`config.mk`:
```
export PLATFORM = sky130hd
export DESIGN_NAME = prng_keystream_xor_cipher_core
export DESIGN_NICKNAME = d
export VERILOG_FILES = /design/src/rtl/pkxc_pkg.sv /design/src/rtl/pkxc_warmup.sv /design/src/rtl/prng_keystream_xor_cipher_core.sv
export VERILOG_INCLUDE_DIRS = /design/src /design/src/rtl
export SDC_FILE = /design/constraint.sdc
export NUM_CORES = 1
export LEC_CHECK = 0
export CAP_MARGIN = 20
export CORE_MARGIN = 2
export CORE_UTILIZATION = 61
export CTS_BUF_LIST = sky130_fd_sc_hd__clkbuf_2
export DETAILED_ROUTE_END_ITERATION = 8
export DONT_BUFFER_PORTS = 1
export PLACE_DENSITY = 0.8
export SLEW_MARGIN = 5
export SYNTH_ARGS = -nofsm -noshare
export SYNTH_HDL_FRONTEND = slang
export SYNTH_SLANG_ARGS = --single-unit
```
`constraint.sdc`:
```
create_clock -name clk -period 14.52 [get_ports clk]
set_clock_uncertainty 0.1 [all_clocks]
set_input_delay 4.356 -clock clk [delete_from_list [all_inputs] [get_ports clk]]
set_output_delay 4.356 -clock clk [all_outputs]
set_load 0.02 [all_outputs]
```
`src/rtl/prng_keystream_xor_cipher_core_defines.svh`:
```
// Assertion macros shared by the keystream cipher RTL.
`ifndef PRNG_KEYSTREAM_XOR_CIPHER_CORE_DEFINES_SVH
`define PRNG_KEYSTREAM_XOR_CIPHER_CORE_DEFINES_SVH

// Clocked assertion that is switched off while reset is asserted.
`define PKXC_ASSERT(lbl, clk, rstn, prop, msg) \
  lbl: assert property (@(posedge clk) disable iff (!rstn) prop) else $error(msg);

// Clocked assertion that also holds through reset.
`define PKXC_ASSERT_ALWAYS(lbl, clk, prop, msg) \
  lbl: assert property (@(posedge clk) prop) else $error(msg);

`endif

```
`src/rtl/pkxc_pkg.sv`:
```
// Package with the generator state type and the generator step functions.
`timescale 1ns / 1ps
package pkxc_pkg;

  localparam int unsigned WARMUP_ROUNDS_DEF = 20;
  localparam int unsigned DATA_W            = 8;
  localparam int unsigned WORD_W            = 32;

  localparam logic [WORD_W-1:0] RELOAD_A   = 32'habad1dea;
  localparam logic [WORD_W-1:0] RELOAD_B_K = 32'hc001d00d;
  localparam logic [WORD_W-1:0] RELOAD_C_K = 32'h5a5a5a5a;

  typedef struct packed {
    logic [WORD_W-1:0] a;
    logic [WORD_W-1:0] b;
    logic [WORD_W-1:0] c;
    logic [WORD_W-1:0] d;
  } gen_state_t;

  // One generator step. Rotations are fixed: left by 27, 17 and 3.
  function automatic gen_state_t gen_step(input gen_state_t s);
    gen_state_t        n;
    logic [WORD_W-1:0] e;
    logic [WORD_W-1:0] t;
    e   = s.a + {s.b[4:0], s.b[31:5]};
    n.a = s.b - {s.c[14:0], s.c[31:15]};
    n.b = s.c ^ s.d;
    n.c = s.d - e;
    t   = e + n.a;
    n.d = e + {t[28:0], t[31:29]};
    return n;
  endfunction

  // Generator words loaded from the seed before the warm-up rounds.
  function automatic gen_state_t gen_reload(input logic [WORD_W-1:0] seed);
    gen_state_t n;
    n.a = RELOAD_A;
    n.b = seed - RELOAD_B_K;
    n.c = seed + RELOAD_C_K;
    n.d = {seed[2:0], seed[31:3]};
    return n;
  endfunction

endpackage

```
`src/rtl/pkxc_warmup.sv`:
```
// Warm-up sequencer: keeps the generator state that a restart starts from.
`timescale 1ns / 1ps
module pkxc_warmup #(
  parameter int unsigned WarmupRounds = pkxc_pkg::WARMUP_ROUNDS_DEF
) (
  input  logic                          clk,
  input  logic                          rst_n,
  input  logic                          cfg_wen,
  input  logic [pkxc_pkg::WORD_W-1:0]   cfg_wdata,
  output pkxc_pkg::gen_state_t          warm_state,
  output logic                          warm_done
);
  import pkxc_pkg::*;
  `include "prng_keystream_xor_cipher_core_defines.svh"

  localparam int unsigned CntW = (WarmupRounds < 1) ? 1 : $clog2(WarmupRounds + 1);

  gen_state_t        warm_r;
  gen_state_t        warm_nxt;
  logic [CntW-1:0]   cnt_r;
  logic [CntW-1:0]   cnt_nxt;

  // A new seed reloads the words and the rounds are then run one per cycle.
  always_comb begin
    warm_nxt = warm_r;
    cnt_nxt  = cnt_r;
    if (cfg_wen) begin
      warm_nxt = gen_reload(cfg_wdata);
      cnt_nxt  = CntW'(WarmupRounds);
    end else if (cnt_r != '0) begin
      warm_nxt = gen_step(warm_r);
      cnt_nxt  = cnt_r - 1'b1;
    end
  end

  always_ff @(posedge clk) begin
    if (!rst_n) begin
      // The seed resets to zero, so warm up from a zero seed.
      warm_r <= gen_reload('0);
      cnt_r  <= CntW'(WarmupRounds);
    end else begin
      warm_r <= warm_nxt;
      cnt_r  <= cnt_nxt;
    end
  end

  assign warm_state = warm_r;
  assign warm_done  = (cnt_r == '0);

  `PKXC_ASSERT(a_cfg_restarts_warmup, clk, rst_n,
    cfg_wen |=> (cnt_r == CntW'(WarmupRounds)), "seed write did not restart warm-up")
  `PKXC_ASSERT(a_cnt_in_range, clk, rst_n,
    cnt_r <= CntW'(WarmupRounds), "warm-up count out of range")
  `PKXC_ASSERT(a_warm_holds_when_done, clk, rst_n,
    (warm_done && !cfg_wen) |=> $stable(warm_r), "warmed state moved after warm-up")

endmodule

```
`src/rtl/prng_keystream_xor_cipher_core.sv`:
```
// Top level of the seeded keystream XOR byte cipher.
`timescale 1ns / 1ps
// Byte-stream XOR cipher: each byte is XORed with the low byte of a four-word
// add-rotate-xor generator that advances one step per byte, so one byte is
// taken and one result produced every clock cycle unless out_tready or the
// warm-up holds it. A byte with in_tuser set restarts the keystream from the
// seed; the warmed-up restart state is kept ready in advance by a warm-up
// sequencer that runs one round per cycle. After reset and after every write
// of the seed that sequencer runs WarmupRounds rounds (20 by default), during
// which in_tready stays low. The same block encrypts and decrypts. Until the
// first restart the generator is all zero and bytes pass through unchanged.
module prng_keystream_xor_cipher_core #(
  parameter int unsigned WarmupRounds = pkxc_pkg::WARMUP_ROUNDS_DEF
) (
  input  logic                          clk,
  input  logic                          rst_n,
  input  logic                          cfg_wen,
  input  logic [pkxc_pkg::WORD_W-1:0]   cfg_wdata,   // key_seed
  input  logic                          in_tvalid,
  output logic                          in_tready,
  input  logic [pkxc_pkg::DATA_W-1:0]   in_tdata,    // [7:0] data_byte
  input  logic                          in_tuser,    // [0] restart_key
  output logic                          out_tvalid,
  input  logic                          out_tready,
  output logic [pkxc_pkg::DATA_W-1:0]   out_tdata    // [7:0] out_byte
);
  import pkxc_pkg::*;
  `include "prng_keystream_xor_cipher_core_defines.svh"

  gen_state_t              warm_state;
  logic                    warm_done;
  gen_state_t              gen_r;
  gen_state_t              gen_nxt;
  logic                    out_valid_r;
  logic                    out_valid_nxt;
  logic [DATA_W-1:0]       out_data_r;
  logic [DATA_W-1:0]       out_data_nxt;
  logic                    in_xfer;

  pkxc_warmup #(
    .WarmupRounds (WarmupRounds)
  ) u_warmup (
    .clk        (clk),
    .rst_n      (rst_n),
    .cfg_wen    (cfg_wen),
    .cfg_wdata  (cfg_wdata),
    .warm_state (warm_state),
    .warm_done  (warm_done)
  );

  assign in_tready = warm_done && (!out_valid_r || out_tready);
  assign in_xfer   = in_tvalid && in_tready;

  always_comb begin
    gen_nxt       = gen_r;
    out_valid_nxt = out_valid_r && !out_tready;
    out_data_nxt  = out_data_r;
    if (in_xfer) begin
      gen_nxt       = gen_step(in_tuser ? warm_state : gen_r);
      out_valid_nxt = 1'b1;
      out_data_nxt  = in_tdata ^ gen_nxt.d[DATA_W-1:0];
    end
  end

  always_ff @(posedge clk) begin
    if (!rst_n) begin
      gen_r       <= '0;
      out_valid_r <= 1'b0;
    end else begin
      gen_r       <= gen_nxt;
      out_valid_r <= out_valid_nxt;
    end
  end

  always_ff @(posedge clk) begin
    out_data_r <= out_data_nxt;
  end

  assign out_tvalid = out_valid_r;
  assign out_tdata  = out_data_r;

  `PKXC_ASSERT(a_no_accept_in_warmup, clk, rst_n,
    !warm_done |-> !in_tready, "input taken while warm-up runs")
  `PKXC_ASSERT(a_accept_gives_result, clk, rst_n,
    in_xfer |=> out_tvalid, "accepted byte produced no result")
  `PKXC_ASSERT(a_restart_from_warm, clk, rst_n,
    (in_xfer && in_tuser) |=> (gen_r == gen_step($past(warm_state))),
    "restart did not start from warmed state")
  `PKXC_ASSERT(a_state_holds_idle, clk, rst_n,
    !in_xfer |=> $stable(gen_r), "generator moved without a byte")

endmodule
```
Word level (Yosys, flattened, before mapping)
Index checks and enable logic that the tools add are counted.
Storage, ports and cells
  bits in registers: 270
  bits of input ports: 46
  output and inout bits: 10
  word-level logic and storage cells: 42
Cells by class
  $add $sub $neg: 13
  muxes and demuxes: 4
  bitwise operators: 4
  reduce and logical (&&, ||, !) cells: 10
Operators with widths (number)
  adder 32 bit: 6
  two-way mux 96 bit: 2
  two-way mux 128 bit: 1
  subtractor 32 bit: 4
  XOR 32 bit: 2
  adder 32 x 31 -> 32 bit (second input constant): 1
  subtractor 32 bit (second input constant): 1
  XOR 8 bit: 1
  logical NOT 5 bit: 1
  nonzero test 5 bit: 1
  subtractor 5 x 1 -> 5 bit (second input constant): 1
  logical AND 1 bit: 3
  logical NOT 1 bit: 2
  nonzero test 2 bit: 1
  OR reduction 2 bit: 1
  logical OR 1 bit: 1
  two-way mux 1 bit: 1
  inverter 1 bit: 1

Logic depth before layout (Yosys ltp)
Gate-level depths: netlist of run 1.
  depth in word-level cells: 5
  gate-level depth with buffers: 45
  mapped depth without buffers: 41

Hierarchy
From an unflattened synthesis of run 1, not the netlist that was laid out.
Unflattened totals
  cell total of the unflattened synthesis: 3734
  area total of the unflattened synthesis: 28848.9 µm²
By module, submodules not included
  pkxc_warmup: instances 1, cells each 1967, area each 14584.0 µm², seq. area each 2662.6 µm²
  prng_keystream_xor_cipher_core: instances 1, cells each 1767, area each 14264.9 µm², seq. area each 2822.7 µm²

Worst setup path after synthesis of run 1
Ideal clock, no wire load.
  path type: input to register
  start: in in_tuser
  end: reg gen_r[31] (netlist bit)
  setup time: 0.062 ns
  arrival: 13.837 ns
  required time: 14.358 ns
  setup slack: 0.521 ns
  cell stages on the path: 43
  cells stage by stage: buf_1 -> clkbuf_1 -> clkbuf_1 -> clkbuf_1 -> mux2_2 -> ha_1 -> and3_1 -> a2111o_1 -> a21o_1 -> a21o_1 -> a21o_1 -> a21o_1 -> xor2_1 -> ha_1 -> o21a_1 -> o211ai_1 -> a21oi_1 -> o21ai_0 -> (+7 left out) -> a21o_1 -> a21oi_1 -> xnor2_1 -> ha_1 -> a21oi_1 -> o21bai_1 -> o31a_1 -> a31o_2 -> a31o_2 -> maj3_1 -> maj3_2 -> nor3_2 -> o311a_1 -> o31a_1 -> o21ai_1 -> a31o_1 -> or3_1 -> nand3_1
Between the ends
  cells in the longest elaborated chain, start to end: 4
  elaborated cells between the ends (all ways): 5
RTL lines
  start, declared: line prng_keystream_xor_cipher_core.sv:22  | input logic in_tuser,
  two-way mux 128 bit *: line prng_keystream_xor_cipher_core.sv:59  | gen_nxt = gen_step(in_tuser ? warm_state : gen_r);
  adder 32 bit or subtractor 32 bit (tied branches): line pkxc_pkg.sv:25, pkxc_pkg.sv:26
  adder 32 bit: line pkxc_pkg.sv:29  | t = e + n.a;
  adder 32 bit *: line pkxc_pkg.sv:30  | n.d = e + {t[28:0], t[31:29]};
  end signal, assigned: line prng_keystream_xor_cipher_core.sv:70  | gen_r <= gen_nxt;
  end, declared: line prng_keystream_xor_cipher_core.sv:32  | gen_state_t gen_r;
Every way passes the cells marked *; elsewhere a longest branch is shown, timed or not.
A chain may end at the register's enable or synchronous reset.

Worst setup path after layout of run 1
  start: in in_tuser
  end: reg gen_r[28] (netlist bit)
Same word-level chain as after synthesis.

==> key figures, run 1 <==
STA
  – Post-Route Setup TNS: 0 ps
  – # setup viols final: 0
  – Minimum clock period: 13,000 ps
  – Unrepaired setup endpoints after global routing: no
  – Fin. max-slew vios: 0
  – Fmax: 0.0769 GHz
  – Final Cycle Share: 0.896
  – Slew of the pin with the lowest slew margin: 1090 ps
  – Final-report hold violation count: 0
  – Max_slew headroom: 0.274
  – Worst hold-check slack: 356 ps

Setup path
  – Worst setup EP type: register
  – CP Data Required Time: 15,400 ps
  – Crit path DAT: 13,890 ps
  – Critical path class: in -> reg
  – Critical path startpoint category: primary input
  – Crit path largest cell delay: 580 ps
  – Most common cell on crit path: a21oi_1
  – Slowest-stage cell, CP: nor4_1
  – CP max FO: 128

CTS
  – Bufs on Longest Clock Path: 3
  – Clock Latency Late Sink: 1110 ps
  – Hold buffer count at cts: 0
  – Number of CTS-inserted buffers: 79
  – Clock tree sinks: 270
  – Post-CTS setup buffers: 0
  – TritonCTS clock tree: built
  – Post-CTS Resized: 0
  – H-tree levels: 3
  – Root buffer cell: clkbuf_2
  – Reg clk slew, reported paths: 100 ps

Placed design
  – Inst Count DP: 4,103
  – Port Buffers: 0
  – DP HPWL: 72,400 um
  – GPL Wtd Cong: 1.02

Min path
  – Hold/Removal Path Class: reg -> reg

GRT
  – First-pass GRT wire length: 142,000 um
  – Number of global-route vias before repair: 25.1k
  – Initial antenna violation count: 5
  – Gr usage total: 0.389
  – GR Overflow Total: 0
  – Largest net degree at the start of global routing: 146

Yosys
  – Most used DFF post-synth: dfxtp_1
  – Synth Net Count: 3,998
  – Count leader, synth: a21oi_1
  – Yosys reg bits: 270
  – Synth area leaders: dfxtp_1 (19%), ha_1 (14%), xnor2_1 (8.8%), a21oi_1 (7.1%), nand2_1 (5.0%)
  – Top cell type's share of synthesized area: 0.188
  – Yosys cell types: 99
  – Synthesized cell area: 0.0279 mm^2
  – Most frequent cells after synthesis: a21oi_1 (393), nand2_1 (372), nor2_1 (348)
  – Syn Area/Cell: 7.67 um^2
  – Asr flop ratio synth: 0
  – Seq/Total Area, Yosys: 0.197
  – Yosys warning count: 0
  – Post-synth EDFFs: 8
  – Cells after synthesis: 3,636
  – Largest area contributor in the netlist: dfxtp_1

Floorplan
  – Boundary pin count: 56
  – Die area: 0.0474 mm^2
  – Core Area: 0.0453 mm^2
  – Die X: 218 um
  – # rows: 78
  – Die Height: 218 um
  – Initial Util: 0.616

Finish
  – Final #Nets: 3,946
  – Filler instances: 4,223
  – Post-route insts no fill: 4,245
  – Share of cells above drive strength 1: 0.0788
  – Area Growth Syn to Fin: 3.66%
  – Final core utilization: 0.638

Drt
  – Via count: 27.2k
  – Antenna Violating Nets Remaining: 0
  – DRT Pass-1 Iters: 6
  – DRC Markers: 0
  – First DRT Iteration DRCs: 2,785
  – Wirelength per Cell: 22.1 um
  – Detailed Route WL: 93,800 um
  – Post-DR vias/cell: 6.41

Run status
  – Status: finished, final reports clean

Job
  – Max Cap Viol: 0
per-layer routing:
layer | share of wire | GRT usage | up-vias
li1 | - | - | 13000
met1 | 0.42 | 0.518 | 12600
met2 | 0.41 | 0.579 | 1336
met3 | 0.11 | 0.0820 | 266
met4 | 0.066 | 0.233 | 4
met5 | 0.00025 | 0 | -
cells by family (layout without fill, tap and decap cells):
| kind of cell | Yosys count | count (layout) | share of synthesized area |
|---|---|---|---|
| other cells | 0 | 1 | 0 |
| xor+xnor | 401 | 401 | 0.127 |
| fa+ha+maj | 323 | 323 | 0.147 |
| flops | 270 | 270 | 0.197 |
| simple gates | 1114 | 1114 | 0.181 |
| mux | 134 | 134 | 0.0520 |
| buf+inv | 323 | 331 | 0.0435 |
| compound gates | 1071 | 1071 | 0.252 |
worst paths after layout:
| kind | start | end | slack, ps | depth (start not counted) |
|---|---|---|---|---|
| hold / removal | gen_r[42]$_SDFFE_PN0P_ | gen_r[42]$_SDFFE_PN0P_ | 360 | 2 |
| setup / recovery | in_tuser | gen_r[28]$_SDFFE_PN0P_ | 1520 | 41 |
| setup reg to reg | u_warmup.warm_state[47]$_SDFFE_PN0P_ | gen_r[28]$_SDFFE_PN0P_ | 4330 | 41 |
| hold reg to reg | gen_r[42]$_SDFFE_PN0P_ | gen_r[42]$_SDFFE_PN0P_ | 360 | 2 |
through the flow:
step | worst slack [ps] | cell area, um^2
global route | 1010 | 28900
detailed placement | 606 | 28200
global placement | 796 | 28200
finish | 1520 | 28900
CTS | 1740 | 28900
floorplan | 521 | 27900
sequential cells by signal (all words and copies together) (netlist names):
register             count
gen_r                  128
out_tdata                8
out_tvalid               1
u_warmup.cnt_r           5
u_warmup.warm_state    128
placed cells by master (no fill, tap or decap), drive strengths merged, types with 28 or more instances in the layout:
cell type | netlist | layout
o211ai | 34 | 34
a211oi | 96 | 96
mux2i | 47 | 47
a21oi | 395 | 395
o21ai | 151 | 151
and3 | 28 | 28
o21bai | 44 | 44
nand3 | 73 | 73
xnor2 | 280 | 280
a21o | 109 | 109
nand2b | 38 | 38
clkbuf | 119 | 110
inv | 180 | 183
o21a | 52 | 52
nor3 | 94 | 94
xor2 | 119 | 119
dfxtp | 262 | 262
ha | 306 | 306
nand2 | 372 | 372
mux2 | 87 | 87
nor2 | 348 | 348
layout make-up:
type	instances	area (um^2)	area share
Multi-Input combinational cell	3043	21200	0.734
Sequential cell	270	5490	0.190
Tap cell	600	751	0.0260
Inverter	181	687	0.0238
Clock buffer	110	551	0.0190
Clock inverter	31	154	0.00532
Timing Repair Buffer	9	67.6	0.00234
Antenna cell	1	2.50	0.0000866
worst max-delay path: cells and delay by family:
| kind | cells | cell delay, ps |
|---|---|---|
| compound gates | 26 | 5580 |
| fa+ha+maj | 6 | 1900 |
| simple gates | 5 | 1110 |
| xor+xnor | 2 | 560 |
| mux | 1 | 250 |
| buf+inv | 1 | 60 |
Power of run 1 is not shown: default switching activity piles up to over one toggle a cycle in this logic, so the estimate is an artifact.
==> inputs of run 2 (changes only) <==
--- a/config.mk
+++ b/config.mk
@@ -8,11 +8,10 @@
 export LEC_CHECK = 0
 export CAP_MARGIN = 20
 export CORE_MARGIN = 2
-export CORE_UTILIZATION = 61
+export CORE_UTILIZATION = 35
 export CTS_BUF_LIST = sky130_fd_sc_hd__clkbuf_2
 export DETAILED_ROUTE_END_ITERATION = 8
 export DONT_BUFFER_PORTS = 1
-export PLACE_DENSITY = 0.8
 export SLEW_MARGIN = 5
 export SYNTH_ARGS = -nofsm -noshare
 export SYNTH_HDL_FRONTEND = slang
==> key figures, run 2 (synthesis results as in run 1) <==
GRT
  – Met3 Use GR: 0.0334 (was 0.0820)
  – Number of global-route vias before repair: 24.5k (was 25.1k)
  – GR Overflow Total: 0 (unchanged)
  – GRT Max-Usage Layer: met2 (unchanged)
  – Largest net degree at the start of global routing: 146 (unchanged)
  – Initial antenna violation count: 7 (was 5)
  – Met2 Resource Use GR: 0.378 (was 0.579)
  – First-pass GRT wire length: 151,000 um (was 142,000 um)
  – Gr usage total: 0.239 (was 0.389)
  – Met1 usage: 0.330 (was 0.518)

STA
  – Fin. max-slew vios: 0 (unchanged)
  – Slew of the pin with the lowest slew margin: 1180 ps (was 1090 ps)
  – # setup viols final: 0 (unchanged)
  – Final-report hold violation count: 0 (unchanged)
  – Minimum clock period: 12,650 ps (was 13,000 ps)
  – Fmax: 0.0790 GHz (was 0.0769 GHz)
  – Worst hold-check slack: 355 ps (was 356 ps)
  – Post-Route Setup TNS: 0 ps (unchanged)
  – Final Cycle Share: 0.871 (was 0.896)
  – Unrepaired setup endpoints after global routing: no (unchanged)
  – Max_slew headroom: 0.206 (was 0.274)

Floorplan
  – # rows: 103 (was 78)
  – Die Height: 286 um (was 218 um)
  – Boundary pin count: 56 (unchanged)
  – Initial Util: 0.353 (was 0.616)
  – Die area: 0.0820 mm^2 (was 0.0474 mm^2)
  – Die X: 286 um (was 218 um)
  – Core Area: 0.0790 mm^2 (was 0.0453 mm^2)

Drt
  – Detailed Route WL: 99,800 um (was 93,800 um)
  – Post-DR vias/cell: 5.63 (was 6.41)
  – First DRT Iteration DRCs: 2,441 (was 2,785)
  – DRT Pass-1 Iters: 5 (was 6)
  – Via count: 26.5k (was 27.2k)
  – Antenna Violating Nets Remaining: 0 (unchanged)
  – Wirelength per Cell: 21.2 um (was 22.1 um)
  – DRC Markers: 0 (unchanged)

Setup path
  – Critical path class: in -> reg (unchanged)
  – Slowest-stage cell, CP: fa_1 (was nor4_1)
  – CP max FO: 128 (unchanged)
  – CP Data Required Time: 15,520 ps (was 15,400 ps)
  – Crit path largest cell delay: 470 ps (was 580 ps)
  – Critical path startpoint category: primary input (unchanged)
  – Crit path DAT: 13,650 ps (was 13,890 ps)
  – Register-to-Register Setup Slack: 4260 ps (was 4330 ps)
  – Most common cell on crit path: a21oi_1 (unchanged)
  – Worst setup EP type: register (unchanged)

Min path
  – Hold/Removal Path Class: reg -> reg (unchanged)

CTS
  – Post-CTS Resized: 0 (unchanged)
  – Root buffer cell: clkbuf_2 (unchanged)
  – Reg clk slew, reported paths: 90 ps (was 100 ps)
  – Number of CTS-inserted buffers: 86 (was 79)
  – Clock Latency Late Sink: 1220 ps (was 1110 ps)
  – TritonCTS clock tree: built (unchanged)
  – Post-CTS setup buffers: 0 (unchanged)
  – Hold buffer count at cts: 0 (unchanged)
  – H-tree levels: 3 (unchanged)
  – Clock tree sinks: 270 (unchanged)
  – Bufs on Longest Clock Path: 3 (unchanged)

Run status
  – Status: finished, final reports clean (unchanged)

Finish
  – Share of cells above drive strength 1: 0.0819 (was 0.0788)
  – Post-route insts no fill: 4,712 (was 4,245)
  – Filler instances: 8,356 (was 4,223)
  – Commonest non-fill, non-tap cell in the layout: a21oi_1 (unchanged)
  – Commonest non-fill, non-tap cells in the layout: a21oi_1 (393), nand2_1 (371), nor2_1 (346) (unchanged)
  – Final #Nets: 3,957 (was 3,946)
  – Area Growth Syn to Fin: 6.08% (was 3.66%)

Placed design
  – Port Buffers: 0 (unchanged)
  – DP HPWL: 78,500 um (was 72,400 um)
  – Inst Count DP: 4,557 (was 4,103)
  – GPL Wtd Cong: 0.950 (was 1.02)

Job
  – Max Cap Viol: 0 (unchanged)
==> run 2: stage by stage <==
stage,setup slack (ps),cell area [um^2],utilization
5_1_grt,1300,29600,0.374
2_1_floorplan,521,27900,-
6_report,1870,29600,0.375
3_5_place_dp,647,28800,0.365
4_1_cts,1940,29600,0.374
3_3_place_gp,757,28800,0.365
==> run 2: critical path: cells and delay by family <==
kind	cells	cell delay (ps)
adder cells (fa/ha/maj)	6	1860
buffers and inverters	2	230
XOR/XNOR	2	620
AO/OA/AOI/OAI	26	5210
AND/OR/NAND/NOR	5	980
multiplexers	1	290
==> run 2: layout make-up <==
cell class	count	area, um^2	share of cell area
clock inverters	29	175	0.00592
multi-input cells	3043	21200	0.717
repair buffers	13	97.6	0.00330
well taps	1050	1310	0.0444
clock buffers	117	586	0.0198
inverters	181	687	0.0232
flip-flops and latches	270	5490	0.185
diodes	9	22.5	0.000761
==> run 2: worst paths after layout <==
kind                                             start                                   end  cells past startpoint
setup / recovery                              in_tuser                gen_r[28]$_SDFFE_PN0P_                     42
hold reg to reg                 gen_r[38]$_SDFFE_PN0P_                gen_r[38]$_SDFFE_PN0P_                      2
setup reg to reg  u_warmup.warm_state[48]$_SDFFE_PN0P_  u_warmup.warm_state[31]$_SDFFE_PN0P_                     39
hold / removal                  gen_r[38]$_SDFFE_PN0P_                gen_r[38]$_SDFFE_PN0P_                      2
==> run 2: routing by layer <==
layer  wire [um]  vias up
li1            -    13000
met1       45400    12600
met2       43800      814
met3        7070      149
met4        3550        0
met5           0        -
Power of run 2 is left out for the same reason.
